### config.mk
export PLATFORM = sky130hd
export DESIGN_NAME = fixed_chunk_free_list_pool
export DESIGN_NICKNAME = d
export VERILOG_FILES = /design/src/hdl/fcfl_pkg.sv /design/src/hdl/fcfl_ram.sv /design/src/hdl/fcfl_ctrl.sv /design/src/hdl/fcfl_dp.sv /design/src/hdl/fixed_chunk_free_list_pool.sv
export SDC_FILE = /design/constraint.sdc
export NUM_CORES = 2
export LEC_CHECK = 0
export BUFFER_PORTS_ARGS = -buffer_cell sky130_fd_sc_hd__buf_2
export CAP_MARGIN = 20
export CELL_PAD_IN_SITES_DETAIL_PLACEMENT = 1
export CELL_PAD_IN_SITES_GLOBAL_PLACEMENT = 2
export CORE_MARGIN = 2
export CORE_UTILIZATION = 50
export CTS_CLUSTER_DIAMETER = 80
export DETAILED_ROUTE_END_ITERATION = 16
export HOLD_SLACK_MARGIN = 0.12
export PLACE_DENSITY = 0.79
export SYNTH_ARGS = -nofsm -noshare
export SYNTH_HDL_FRONTEND = slang
export SYNTH_SLANG_ARGS = --single-unit
### constraint.sdc
create_clock -name clock -period 21 [get_ports clock]
set_input_delay 4.2 -clock clock [delete_from_list [all_inputs] [get_ports clock]]
set_output_delay 4.2 -clock clock [all_outputs]
set_load 0.05 [all_outputs]
### src/hdl/fcfl_pkg.sv
// Shared types and codes for the fixed-chunk free-list pool.
`default_nettype none

package fcfl_pkg;

   // Request operations.
   localparam logic [1:0] FUNC_ALLOC   = 2'd0;
   localparam logic [1:0] FUNC_FREE    = 2'd1;
   localparam logic [1:0] FUNC_CLEAR   = 2'd2;
   localparam logic [1:0] FUNC_DESTROY = 2'd3;

   // Result status codes.
   localparam logic [1:0] STAT_OK      = 2'd0;
   localparam logic [1:0] STAT_INVALID = 2'd1;
   localparam logic [1:0] STAT_UNINIT  = 2'd2;
   localparam logic [1:0] STAT_EMPTY   = 2'd3;

   // Configuration register indexes.
   localparam logic [1:0] CSR_CHUNK_BYTES = 2'd0;
   localparam logic [1:0] CSR_ALIGN_LOG2  = 2'd1;
   localparam logic [1:0] CSR_CHUNK_COUNT = 2'd2;

   // Field widths.
   localparam int FUNC_W        = 2;
   localparam int INDEX_W       = 8;
   localparam int STAT_W        = 2;
   localparam int OFFSET_W      = 24;
   localparam int CHUNK_BYTES_W = 16;
   localparam int ALIGN_W       = 4;
   localparam int COUNT_W       = 9;
   localparam int CSR_INDEX_W   = 2;
   localparam int CSR_DATA_W    = 16;
   localparam int STRIDE_W      = 17;
   localparam int RSP_FIELDS_W  = STAT_W + INDEX_W + OFFSET_W;
   localparam int RSP_TDATA_W   = ((RSP_FIELDS_W + 7) / 8) * 8;

   // Configuration reset values.
   localparam logic [CHUNK_BYTES_W-1:0] CHUNK_BYTES_RST = 16'd8;
   localparam logic [ALIGN_W-1:0]       ALIGN_LOG2_RST  = 4'd3;
   localparam logic [COUNT_W-1:0]       CHUNK_COUNT_RST = 9'd256;

   // Commands from the controller to the datapath.
   typedef struct packed {
      logic              push;
      logic              alloc_read;
      logic              alloc_done;
      logic              clear_start;
      logic              clear_step;
      logic              destroy;
      logic              load_rsp;
      logic [STAT_W-1:0] rsp_status;
   } cmd_type;

   // Status from the datapath to the controller.
   typedef struct packed {
      logic head_null;
      logic idx_invalid;
      logic pool_ready;
      logic clear_last;
   } dp_stat_type;

endpackage

`default_nettype wire

### src/hdl/fcfl_ram.sv
// Generic single-write, single-read RAM with registered read data.
`default_nettype none

module fcfl_ram #(
   parameter int WIDTH = 9,
   parameter int DEPTH = 256
) (
   input  wire                     clock,
   input  wire                     we,
   input  wire [$clog2(DEPTH)-1:0] waddr,
   input  wire [WIDTH-1:0]         wdata,
   input  wire                     re,
   input  wire [$clog2(DEPTH)-1:0] raddr,
   output logic [WIDTH-1:0]        rdata
);

   logic [WIDTH-1:0] mem [DEPTH];

   always_ff @(posedge clock) begin
      if (we) begin
         mem[waddr] <= wdata;
      end
      if (re) begin
         rdata <= mem[raddr];
      end
   end

endmodule

`default_nettype wire

### src/hdl/fcfl_ctrl.sv
// Controller state machine for the chunk pool: handshakes and command sequencing.
`default_nettype none

module fcfl_ctrl (
   input  wire                          clock,
   input  wire                          reset,
   input  wire                          req_tvalid,
   output logic                         req_tready,
   input  wire [fcfl_pkg::FUNC_W-1:0]   req_func,
   output logic                         rsp_tvalid,
   input  wire                          rsp_tready,
   input  wire fcfl_pkg::dp_stat_type   stat,
   output fcfl_pkg::cmd_type            cmd
);

   import fcfl_pkg::*;

   localparam logic [1:0] S_IDLE  = 2'd0;
   localparam logic [1:0] S_ALLOC = 2'd1;
   localparam logic [1:0] S_CLEAR = 2'd2;

   logic [1:0] state_ff, state_in;
   logic       rsp_valid_ff, rsp_valid_in;
   logic       clr_uninit_ff, clr_uninit_in;
   logic       slot_free;
   logic       accept;

   // The output slot is free when empty or being drained at this edge.
   assign slot_free  = !rsp_valid_ff || rsp_tready;
   assign req_tready = (state_ff == S_IDLE) && slot_free;
   assign accept     = req_tvalid && req_tready;
   assign rsp_tvalid = rsp_valid_ff;

   always_comb begin
      cmd           = '0;
      state_in      = state_ff;
      clr_uninit_in = clr_uninit_ff;
      case (state_ff)
         S_IDLE: begin
            if (accept) begin
               case (req_func)
                  FUNC_ALLOC: begin
                     if (stat.head_null) begin
                        cmd.load_rsp   = 1'b1;
                        cmd.rsp_status = STAT_EMPTY;
                     end else begin
                        cmd.alloc_read = 1'b1;
                        state_in       = S_ALLOC;
                     end
                  end
                  FUNC_FREE: begin
                     cmd.load_rsp = 1'b1;
                     if (stat.idx_invalid) begin
                        cmd.rsp_status = STAT_INVALID;
                     end else if (!stat.pool_ready) begin
                        cmd.rsp_status = STAT_UNINIT;
                     end else begin
                        cmd.push       = 1'b1;
                        cmd.rsp_status = STAT_OK;
                     end
                  end
                  FUNC_CLEAR: begin
                     cmd.clear_start = 1'b1;
                     clr_uninit_in   = !stat.pool_ready;
                     state_in        = S_CLEAR;
                  end
                  default: begin
                     cmd.destroy    = 1'b1;
                     cmd.load_rsp   = 1'b1;
                     cmd.rsp_status = stat.pool_ready ? STAT_OK : STAT_UNINIT;
                  end
               endcase
            end
         end
         S_ALLOC: begin
            // The link read issued at the transfer has landed.
            cmd.alloc_done = 1'b1;
            cmd.load_rsp   = 1'b1;
            cmd.rsp_status = STAT_OK;
            state_in       = S_IDLE;
         end
         S_CLEAR: begin
            cmd.clear_step = 1'b1;
            if (stat.clear_last) begin
               cmd.load_rsp   = 1'b1;
               cmd.rsp_status = clr_uninit_ff ? STAT_UNINIT : STAT_OK;
               state_in       = S_IDLE;
            end
         end
         default: begin
            state_in = S_IDLE;
         end
      endcase
   end

   always_comb begin
      if (cmd.load_rsp) begin
         rsp_valid_in = 1'b1;
      end else if (rsp_tready) begin
         rsp_valid_in = 1'b0;
      end else begin
         rsp_valid_in = rsp_valid_ff;
      end
   end

   always_ff @(posedge clock) begin
      if (reset) begin
         state_ff      <= S_IDLE;
         rsp_valid_ff  <= 1'b0;
         clr_uninit_ff <= 1'b0;
      end else begin
         state_ff      <= state_in;
         rsp_valid_ff  <= rsp_valid_in;
         clr_uninit_ff <= clr_uninit_in;
      end
   end

   // A waiting result is never overwritten.
   assert property (@(posedge clock) disable iff (reset)
      (rsp_valid_ff && !rsp_tready) |-> !cmd.load_rsp)
      else $error("result overwritten while stalled");

   // An allocate leaves S_ALLOC for idle with its result registered in the output slot.
   assert property (@(posedge clock) disable iff (reset)
      (state_ff == S_ALLOC) |=> (state_ff == S_IDLE) && rsp_valid_ff)
      else $error("allocate did not complete in one cycle");

   // A clear always ends with a result in the output slot.
   assert property (@(posedge clock) disable iff (reset)
      (state_ff == S_CLEAR && stat.clear_last) |=> rsp_valid_ff && state_ff == S_IDLE)
      else $error("clear finished without a result");

endmodule

`default_nettype wire

### src/hdl/fcfl_dp.sv
// Datapath for the chunk pool: configuration, free-list head, link memory and result.
`default_nettype none

module fcfl_dp #(
   parameter int MAX_CHUNKS    = 256,
   parameter int POINTER_BYTES = 8
) (
   input  wire                                clock,
   input  wire                                reset,
   input  wire fcfl_pkg::cmd_type             cmd,
   output fcfl_pkg::dp_stat_type              stat,
   input  wire                                csr_we,
   input  wire [fcfl_pkg::CSR_INDEX_W-1:0]    csr_index,
   input  wire [fcfl_pkg::CSR_DATA_W-1:0]     csr_wdata,
   input  wire [fcfl_pkg::INDEX_W-1:0]        req_index,
   output logic [fcfl_pkg::STAT_W-1:0]        rsp_status,
   output logic [fcfl_pkg::INDEX_W-1:0]       rsp_granted,
   output logic [fcfl_pkg::OFFSET_W-1:0]      rsp_offset
);

   import fcfl_pkg::*;

   localparam int IDX_W  = $clog2(MAX_CHUNKS);
   localparam int LINK_W = IDX_W + 1;
   localparam int CNT_W  = $clog2(MAX_CHUNKS + 1);
   localparam int CW     = (CNT_W > COUNT_W) ? CNT_W : COUNT_W;
   localparam logic [LINK_W-1:0] LINK_NULL = LINK_W'(MAX_CHUNKS);

   logic [CHUNK_BYTES_W-1:0] chunk_bytes_ff;
   logic [ALIGN_W-1:0]       align_log2_ff;
   logic [COUNT_W-1:0]       chunk_count_ff;
   logic [STRIDE_W-1:0]      stride_ff, stride_in;
   logic [LINK_W-1:0]        head_ff, head_in;
   logic                     ready_ff, ready_in;
   logic [CW-1:0]            cnt_ff, cnt_in;
   logic [STAT_W-1:0]        rsp_status_ff;
   logic [INDEX_W-1:0]       rsp_granted_ff;
   logic [OFFSET_W-1:0]      rsp_offset_ff;

   logic [CW-1:0]            pool_size;
   logic [CW-1:0]            idx_ext;
   logic [CHUNK_BYTES_W-1:0] min_size;
   logic [STRIDE_W-1:0]      align_mask;
   logic                     mem_we;
   logic [IDX_W-1:0]         mem_waddr;
   logic [LINK_W-1:0]        mem_wdata;
   logic [LINK_W-1:0]        mem_rdata;

   // Pool size follows the live count: zero acts as one, large counts clamp.
   always_comb begin
      pool_size = CW'(chunk_count_ff);
      if (pool_size == '0) begin
         pool_size = CW'(1);
      end
      if (pool_size > CW'(MAX_CHUNKS)) begin
         pool_size = CW'(MAX_CHUNKS);
      end
   end

   assign idx_ext = CW'(req_index);

   // Stride is the chunk size raised to a pointer and rounded up to the alignment.
   always_comb begin
      min_size = chunk_bytes_ff;
      if (min_size < CHUNK_BYTES_W'(POINTER_BYTES)) begin
         min_size = CHUNK_BYTES_W'(POINTER_BYTES);
      end
      align_mask = (STRIDE_W'(1) << align_log2_ff) - STRIDE_W'(1);
      stride_in  = (STRIDE_W'(min_size) + align_mask) & ~align_mask;
   end

   assign stat.head_null   = (head_ff == LINK_NULL);
   assign stat.idx_invalid = (idx_ext >= pool_size);
   assign stat.pool_ready  = ready_ff;
   assign stat.clear_last  = (cnt_ff == pool_size - CW'(1));

   // Link memory writes: a push links the old head, a clear step links the next chunk (null at the last).
   always_comb begin
      mem_we    = cmd.push || cmd.clear_step;
      mem_waddr = cmd.push ? idx_ext[IDX_W-1:0] : cnt_ff[IDX_W-1:0];
      if (cmd.push) begin
         mem_wdata = head_ff;
      end else if (stat.clear_last) begin
         mem_wdata = LINK_NULL;
      end else begin
         mem_wdata = LINK_W'(cnt_ff) + LINK_W'(1);
      end
   end

   fcfl_ram #(
      .WIDTH (LINK_W),
      .DEPTH (MAX_CHUNKS)
   ) u_link_ram (
      .clock (clock),
      .we    (mem_we),
      .waddr (mem_waddr),
      .wdata (mem_wdata),
      .re    (cmd.alloc_read),
      .raddr (head_ff[IDX_W-1:0]),
      .rdata (mem_rdata)
   );

   always_comb begin
      head_in  = head_ff;
      ready_in = ready_ff;
      cnt_in   = cnt_ff;
      if (cmd.push) begin
         head_in = LINK_W'(idx_ext[IDX_W-1:0]);
      end else if (cmd.alloc_done) begin
         head_in = mem_rdata;
      end else if (cmd.destroy) begin
         head_in  = LINK_NULL;
         ready_in = 1'b0;
      end else if (cmd.clear_start) begin
         cnt_in = '0;
      end else if (cmd.clear_step) begin
         cnt_in = cnt_ff + CW'(1);
         if (stat.clear_last) begin
            head_in  = '0;
            ready_in = 1'b1;
         end
      end
   end

   always_ff @(posedge clock) begin
      if (reset) begin
         chunk_bytes_ff <= CHUNK_BYTES_RST;
         align_log2_ff  <= ALIGN_LOG2_RST;
         chunk_count_ff <= CHUNK_COUNT_RST;
         head_ff        <= LINK_NULL;
         ready_ff       <= 1'b0;
         cnt_ff         <= '0;
      end else begin
         if (csr_we) begin
            case (csr_index)
               CSR_CHUNK_BYTES: chunk_bytes_ff <= csr_wdata;
               CSR_ALIGN_LOG2:  align_log2_ff  <= csr_wdata[ALIGN_W-1:0];
               CSR_CHUNK_COUNT: chunk_count_ff <= csr_wdata[COUNT_W-1:0];
               default: begin
               end
            endcase
         end
         head_ff  <= head_in;
         ready_ff <= ready_in;
         cnt_ff   <= cnt_in;
      end
   end

   // Result payload and the precomputed stride need no reset.
   always_ff @(posedge clock) begin
      stride_ff <= stride_in;
      if (cmd.load_rsp) begin
         rsp_status_ff <= cmd.rsp_status;
         if (cmd.alloc_done) begin
            rsp_granted_ff <= INDEX_W'(head_ff[IDX_W-1:0]);
            // The product is formed at full offset width and keeps its low bits.
            rsp_offset_ff  <= OFFSET_W'(head_ff[IDX_W-1:0]) * OFFSET_W'(stride_ff);
         end else begin
            rsp_granted_ff <= '0;
            rsp_offset_ff  <= '0;
         end
      end
   end

   assign rsp_status  = rsp_status_ff;
   assign rsp_granted = rsp_granted_ff;
   assign rsp_offset  = rsp_offset_ff;

   // The head holds a chunk number or the null marker, nothing else.
   assert property (@(posedge clock) disable iff (reset)
      head_ff <= LINK_NULL)
      else $error("free-list head out of range");

   // A push makes the freed chunk the new head.
   assert property (@(posedge clock) disable iff (reset)
      cmd.push |=> head_ff == LINK_W'($past(idx_ext[IDX_W-1:0])))
      else $error("push did not update head");

   // The last clear step leaves a ready pool headed by chunk zero.
   assert property (@(posedge clock) disable iff (reset)
      (cmd.clear_step && stat.clear_last) |=> ready_ff && head_ff == '0)
      else $error("clear did not leave the pool ready");

endmodule

`default_nettype wire

### src/hdl/fixed_chunk_free_list_pool.sv
// Free, destroy and allocate from an empty pool give a result the cycle after the
// transfer; allocate with a free chunk reads link memory first, then loads the result.
// Clear sweeps the link memory one entry a cycle, then loads its result.
// Free and destroy take one request per cycle while results drain; allocate with a
// free chunk holds off the next request during the registered link-memory read.
// Reset clears control state: pool not ready, list empty; the link memory is not cleared.
`default_nettype none

module fixed_chunk_free_list_pool #(
   parameter int MAX_CHUNKS    = 256,
   parameter int POINTER_BYTES = 8
) (
   input  wire                                 clock,
   input  wire                                 reset,
   input  wire                                 req_tvalid,
   output logic                                req_tready,
   input  wire [fcfl_pkg::INDEX_W-1:0]         req_tdata,   // chunk_index
   input  wire [fcfl_pkg::FUNC_W-1:0]          req_tuser,   // func
   output logic                                rsp_tvalid,
   input  wire                                 rsp_tready,
   // status, granted_index, byte_offset, zero fill
   output logic [fcfl_pkg::RSP_TDATA_W-1:0]    rsp_tdata,
   input  wire                                 csr_we,
   input  wire [fcfl_pkg::CSR_INDEX_W-1:0]     csr_index,
   input  wire [fcfl_pkg::CSR_DATA_W-1:0]      csr_wdata
);

   import fcfl_pkg::*;

   cmd_type                cmd;
   dp_stat_type            stat;
   logic [STAT_W-1:0]      rsp_status;
   logic [INDEX_W-1:0]     rsp_granted;
   logic [OFFSET_W-1:0]    rsp_offset;

   fcfl_ctrl u_ctrl (
      .clock      (clock),
      .reset      (reset),
      .req_tvalid (req_tvalid),
      .req_tready (req_tready),
      .req_func   (req_tuser),
      .rsp_tvalid (rsp_tvalid),
      .rsp_tready (rsp_tready),
      .stat       (stat),
      .cmd        (cmd)
   );

   fcfl_dp #(
      .MAX_CHUNKS    (MAX_CHUNKS),
      .POINTER_BYTES (POINTER_BYTES)
   ) u_dp (
      .clock       (clock),
      .reset       (reset),
      .cmd         (cmd),
      .stat        (stat),
      .csr_we      (csr_we),
      .csr_index   (csr_index),
      .csr_wdata   (csr_wdata),
      .req_index   (req_tdata),
      .rsp_status  (rsp_status),
      .rsp_granted (rsp_granted),
      .rsp_offset  (rsp_offset)
   );

   assign rsp_tdata = {(RSP_TDATA_W - RSP_FIELDS_W)'(0), rsp_offset, rsp_granted, rsp_status};

endmodule

`default_nettype wire
## Yosys cells after proc, flatten, opt, wreduce, memory -nomap -nowiden

Memories as Yosys holds them, arrays and structs flattened. A register that Yosys moved wholly into a read port is not among the register bits.
Index checks and enable logic that the tools add are counted.

| operators by class | value |
|---|---|
| mux-type cells | 49 |
| multiply operators | 1 |
| reduce and logical (&&, ||, !) cells | 25 |
| shifts and indexed selects | 1 |
| order comparisons | 3 |
| bitwise operators | 5 |
| equality and inequality tests | 14 |
| add/sub/neg operators | 4 |

Operators by type and width:

| kind | count |
|---|---|
| 2-to-1 mux 9 bit | 12 |
| multiplier 8 x 17 -> 24 bit | 1 |
| 2-to-1 mux 1 bit | 20 |
| case mux 3 bit (3 select lines) | 2 |
| adder 16 x 17 -> 17 bit | 1 |
| bitwise AND 17 bit | 1 |
| NOT 17 bit | 1 |
| << shifter 1 x 4 -> 17 bit (first input constant) | 1 |
| subtractor 17 x 2 -> 17 bit (second input constant) | 1 |
| less-than comparator 16 x 4 -> 1 bit (second input constant) | 1 |
| 2-to-1 mux 16 bit | 1 |
| 2-to-1 mux 2 bit | 8 |
| adder 9 x 1 -> 9 bit (second input constant) | 1 |
| == test 9 bit | 1 |
| == test 9 bit (second input constant) | 1 |
| >= comparator 8 x 9 -> 1 bit | 1 |
| greater-than comparator 9 bit (second input constant) | 1 |
| zero test 9 bit | 1 |
| subtractor 9 x 1 -> 9 bit (second input constant) | 1 |
| 2-to-1 mux 8 bit | 1 |
| case mux 2 bit (2 select lines) | 2 |
| AND reduction 4 bit | 2 |
| nonzero test 2 bit | 4 |
| nonzero test 4 bit | 2 |
| other kinds (17) | 34 |

| word-level totals | value |
|---|---|
| bits in writable memories | 2304 |
| output and inout bits | 42 |
| memories | 1 |
| flip-flop bits (word level) | 103 |

Memories:

| name | words | width | read ports | clocked after memory_dff | wr ports | RTL line | RTL |
|---|---|---|---|---|---|---|---|
| u_dp.u_link_ram.mem | 256 | 9 | 1 | 1 | 1 | fcfl_ram.sv:17 | `logic [WIDTH-1:0] mem [DEPTH];` |

## Longest topological paths before layout

| logic depth | value |
|---|---|
| word-level depth | 12 |
| gate-level depth with buffers | 23 |

## Hierarchy

Synthesis repeated with hierarchy kept, for this count alone.

| unflattened totals | value |
|---|---|
| cells, all modules | 5377 |
| area total of the unflattened synthesis | 99193.9 um2 |

Modules (own cells, without submodules):

| module | cells each | area each (um2) | instances |
|---|---|---|---|
| fcfl_ram | 4237 | 89368.2 | 1 |
| fcfl_dp | 1094 | 9462.8 | 1 |
| fcfl_ctrl | 39 | 314.1 | 1 |
| fixed_chunk_free_list_pool | 7 | 48.8 | 1 |

## Worst setup path after synthesis

No wires, ideal clock.

| timing | value |
|---|---|
| kind | in2reg |
| from | in req_tdata[0] (netlist bit) |
| to | mem u_dp.u_link_ram.mem[0][7] (data pin) |
| required time | 18.764 ns |
| slack | 2.364 ns |
| arrival time | 16.400 ns |
| stages | 11 |
| setup time | 2.236 ns |
| path through | inv_1 ha_1 nand2b_1 a21o_1 a21oi_1 o2111ai_1 nand2_1 buf_2 buf_2 buf_1 o31ai_1 |

| between the ends | value |
|---|---|
| longest elaborated chain between the ends | 6 |

Ends and longest elaborated chain:

| element | RTL line | RTL |
|---|---|---|
| start: declaration | fixed_chunk_free_list_pool.sv:17 | `input wire [fcfl_pkg::INDEX_W-1:0] req_tdata,` |
| >= comparator 8 x 9 -> 1 bit | fcfl_dp.sv:73 | `assign stat.idx_invalid = (idx_ext >= pool_size);` |
| 2-to-1 mux 1 bit | fcfl_ctrl.sv:53 | `if (stat.idx_invalid) begin` |
| 2-to-1 mux 1 bit | fcfl_ctrl.sv:41 | `case (req_func)` |
| 2-to-1 mux 2 bit | fcfl_ctrl.sv:40 | `if (accept) begin` |
| 2-to-1 mux 2 bit | fcfl_ctrl.sv:38 | `case (state_ff)` |
| 2-to-1 mux 9 bit | fcfl_dp.sv:81 | `if (cmd.push) begin` |
| named net u_dp.mem_wdata[7] | fcfl_dp.sv:46 | `logic [LINK_W-1:0] mem_wdata;` |
| end: declaration | fcfl_ram.sv:17 |  |

The timed path passes the listed nets, and every way through them passes these cells.

## Final worst setup path

| timing | value |
|---|---|
| from | in rsp_tready |
| to | out req_tready |

| between the ends | value |
|---|---|
| longest elaborated chain between the ends | 2 |

Ends and longest elaborated chain:

| element | RTL line | RTL |
|---|---|---|
| start: declaration | fixed_chunk_free_list_pool.sv:20 | `input wire rsp_tready,` |
| logical OR 1 bit | fcfl_ctrl.sv:29 | `assign slot_free = !rsp_valid_ff \|\| rsp_tready;` |
| logical AND 1 bit | fcfl_ctrl.sv:30 | `assign req_tready = (state_ff == S_IDLE) && slot_free;` |
| end: declaration | fixed_chunk_free_list_pool.sv:16 | `output logic req_tready,` |

No other way between the ends.

==> results.md <==
- The via count of the first global-routing pass was 51500.
- The register-to-register setup slack is 14.26 ns.
- The synthesized area per cell is 20.2 um^2.
- The cell leakage power is 34.2 nW.
- Across all layers, the routed design uses 49900 vias.
- The final clock skew is 0.0697 ns.
- The number of synthesized flops with an enable pin is 2347.
- After legalization and detailed placement, the total HPWL measured 165000 um.
- The transition time at the pin with the least slew margin is 1.22 ns.
- The critical path is of the input pin to primary output type.
- The layout-stage area growth over the synthesis result is 12.0%.
- The count of pins on the block boundary is 75.
- The most used flip-flop cell after synthesis is sky130_fd_sc_hd__edfxtp_1.
- The reg-to-reg critical path startpoint is u_dp.head_ff[0].
- The post-synthesis register bit count is 2416.
- The type of element launching the critical path is an input pin.
- After layout, the minimum clock period comes to 9.02 ns.
- The share of synthesized area occupied by flip-flops and latches is 72.8%.
- Counting the fill cells in the layout gives 16800.
- Setup repair after global routing left no endpoint under its margin.
- The most repeated cell in the gate-level netlist after synthesis is sky130_fd_sc_hd__edfxtp_1.
- The pin count of the biggest net entering global routing is 185.
- The detailed router finished its first iteration with 5710 violations.
- Post-CTS timing repair inserted 0 buffers for setup.
- The netlist area before placement is 98800 um^2.
- The first global-routing pass estimated 387000 um of wire.
- The run finished with clean final reports.
- STA classifies the critical path endpoint as a primary output.
- The worst hold path belongs to the class flip-flop to flip-flop.
- In the post-route analysis, the smallest setup slack over all paths is 11.98 ns.
- In this run the deepest clock path goes through 3 buffers.
- The clock net in this run drives a total of 2416 sinks.
- The count of yosys warnings during synthesis is 0.
- TritonCTS built the clock tree.
- After detailed routing, the number of remaining DRC violations is 0.
- The number of different library cells in the post-synthesis netlist is 72.
- The number of cells on the worst reg-to-reg path is 9.
- The first detailed-routing pass took 6 iterations.
- After clock tree synthesis, the clock-pin slew on the worst setup and hold paths is 0.06 ns.
- The met1 track utilization from global routing is 38.1%.
- The x dimension of the die is 448 um.
- Dividing the detail-routed via count by the number of cells gives 6.37.
- The routed design has 267000 um of wire.
- The initial antenna violation count is 12.
- Of all nets on the critical path, the largest fanout is 4.
- In this run the tool buffered the top-level ports with 68 buffer cells.
- The net count of the finished layout is 5182.
- Routability-driven placement finished with a final weighted congestion of 0.847.
- Across the VDD grid, the largest voltage drop is 86.9 uV.
- The number of failing hold endpoints at the final stage is 0.
- The clock buffer count from CTS is 234.
- Of all cell types, the one taking the most synthesized area is sky130_fd_sc_hd__edfxtp_1.
- The starting density of the core is 50.2%.
- Across the run, the number of max-cap violations was 0.
- The cell count after synthesis is 4895.
- In this run the tightest slew margin relative to its limit is 18.6%.
- From bottom edge to top edge, the die measures 448 um.
- The leftover overflow at the end of global routing is 0.
- At the placement stage, the worst setup path has a slack of 11.68 ns.
- The clock reaches the later pin of the worst-skew pair after 0.90 ns.
- The share of synthesized registers carrying an async set or reset is 0%.
- The hold buffer count at CTS is 0.
- For this run, global-route usage on met2 was measured as 43.2%.
- The core box area is 197000 um^2.
- Data arrives at the worst endpoint at 4.82 ns.
- The wire length per cell is 34.1 um.
- After layout, the worst path uses 42.9% of the clock period.
- Of the post-synthesis cell area, the dominant cell type holds 71.4%.
- The count of instances resized after the clock tree is built is 0.
- After global routing, the most crowded layer is met2.
- The detail route stage leaves a number of antenna-violating nets equal to 0.
- In this run the critical register-to-register path is captured at u_dp.u_link_ram.rdata[0].
- The most critical setup path has its endpoint at req_tready.
- The worst setup path startpoint is rsp_tready.
- The root buffer cell is sky130_fd_sc_hd__clkbuf_16.
- In this run the power density over the cells is 88.4 nW/um^2.
- The CTS H-tree depth is 4.
- The achievable frequency is 111 MHz.
- The data required time of the worst path is 16.80 ns.
- Of the cells placed in the final design, the portion with a size suffix greater than 1 is 25.3%.
- After synthesis, the cell types taking the most area are sky130_fd_sc_hd__edfxtp_1 (71%), sky130_fd_sc_hd__mux4_2 (16%), sky130_fd_sc_hd__fa_1 (1.8%).
- The final sum of negative setup slack is 0 ns.
- The total die area is 201000 um^2.
- The setup-violating endpoint count in the final report is 0.
- The combined global-route utilization of all metal layers is 27.1%.
- The max-slew violation count is 0.
- The standard-cell row count is 163.
- By count the netlist is led by sky130_fd_sc_hd__edfxtp_1 (2347), sky130_fd_sc_hd__mux4_2 (714), sky130_fd_sc_hd__nor2_1 (357).
- The global-route met3 utilization is 5.10%.
flip-flops by register name (all words and copies together) (netlist names):
name                   flops
u_dp.stride_ff            17
u_dp.rsp_status            2
u_dp.cnt_ff                9
u_dp.align_log2_ff         4
u_dp.rsp_offset           24
u_dp.ready_ff              1
u_ctrl.rsp_tvalid          1
u_ctrl.clr_uninit_ff       1
u_dp.u_link_ram.mem     2304
u_ctrl.state_ff            2
u_dp.u_link_ram.rdata      9
u_dp.chunk_bytes_ff       16
u_dp.chunk_count_ff        9
u_dp.head_ff               9
u_dp.rsp_granted           8
through the flow:
step / cells / total power, mW / utilization [%] / hold WS (ns) / instance area (um^2)
floorplan: 4901 / 5.43 / - / 0.432 / 98800
global placement: 7390 / 5.47 / 52.0 / 0.446 / 102000
detailed placement: 7390 / 5.47 / 52.0 / 0.454 / 102000
CTS: 7830 / 9.83 / 56.2 / 0.466 / 111000
global route: 7835 / 10.0 / 56.2 / 0.498 / 111000
finish: 7839 / 9.78 / 56.2 / 0.467 / 111000
power by group:
group	total [mW]	switching (mW)	internal (mW)
Sequential	5.26	0.0180	5.24
Combinational	0.113	0.0876	0.0250
Clock	4.41	1.90	2.51
Total	9.78	2.00	7.77
worst min-delay path by stage:
| stage | cells past startpoint | endpoint | start | slack (ns) |
|---|---|---|---|---|
| 2_1_floorplan | 2 | u_dp.chunk_bytes_ff[2] | u_dp.chunk_bytes_ff[2] | 0.43 |
| 3_3_place_gp | 2 | u_dp.chunk_bytes_ff[2] | u_dp.chunk_bytes_ff[2] | 0.45 |
| 3_5_place_dp | 2 | u_dp.chunk_bytes_ff[1] | u_dp.chunk_bytes_ff[1] | 0.45 |
| 4_1_cts | 2 | u_dp.chunk_bytes_ff[1] | u_dp.chunk_bytes_ff[1] | 0.47 |
| 5_1_grt | 2 | u_dp.chunk_bytes_ff[7] | u_dp.chunk_bytes_ff[7] | 0.50 |
| 6_report | 2 | u_dp.chunk_bytes_ff[1] | u_dp.chunk_bytes_ff[1] | 0.47 |
final cells by class:
type | count | area, um^2 | area share (%)
clock buffers | 259 | 5950 | 5.38
inverters | 105 | 399 | 0.361
multi-input cells | 2070 | 25700 | 23.2
clock inverters | 181 | 2200 | 1.99
diodes | 5 | 12.5 | 0.0113
well taps | 2640 | 3300 | 2.99
repair buffers | 163 | 1210 | 1.10
flip-flops and latches | 2416 | 71900 | 65.0
routing by layer:
| layer | vias to the layer above | part of all wire (%) |
|---|---|---|
| met2 | 2512 | 48 |
| met1 | 26900 | 40 |
| met4 | 8 | 3.4 |
| met3 | 439 | 8.4 |
| li1 | 20100 | - |
| met5 | - | 0.019 |
cell families after synthesis:
logic type	Yosys count	synth area share [%]
buf+inv	415	1.67
compound gates	311	2.16
simple gates	803	3.72
other cells	1	0.00380
xor+xnor	48	0.426
mux	742	16.6
fa+ha+maj	159	2.70
flops	2416	72.8
cells in the final DEF, fill, tap and decap left out, types with 40 or more instances in the layout:
cell type and n:
sky130_fd_sc_hd__nor2_1 354, sky130_fd_sc_hd__o21ai_0 41, sky130_fd_sc_hd__a22oi_1 80, sky130_fd_sc_hd__clkinv_2 40, sky130_fd_sc_hd__buf_4 82, sky130_fd_sc_hd__nand2_1 183
sky130_fd_sc_hd__mux4_2 714, sky130_fd_sc_hd__ha_1 69, sky130_fd_sc_hd__buf_2 68, sky130_fd_sc_hd__dfxtp_1 62, sky130_fd_sc_hd__clkbuf_16 234, sky130_fd_sc_hd__fa_1 90
sky130_fd_sc_hd__a21oi_1 71, sky130_fd_sc_hd__nand3_1 40, sky130_fd_sc_hd__edfxtp_1 2347, sky130_fd_sc_hd__and2_1 76, sky130_fd_sc_hd__clkinv_1 51, sky130_fd_sc_hd__inv_1 103
critical path: stages:
cell and delay [ns]:
sky130_fd_sc_hd__buf_2 0.10, sky130_fd_sc_hd__nand2b_1 0.17, sky130_fd_sc_hd__and2_1 0.15, sky130_fd_sc_hd__buf_2 0.20
(Power assumes the default switching activity.)
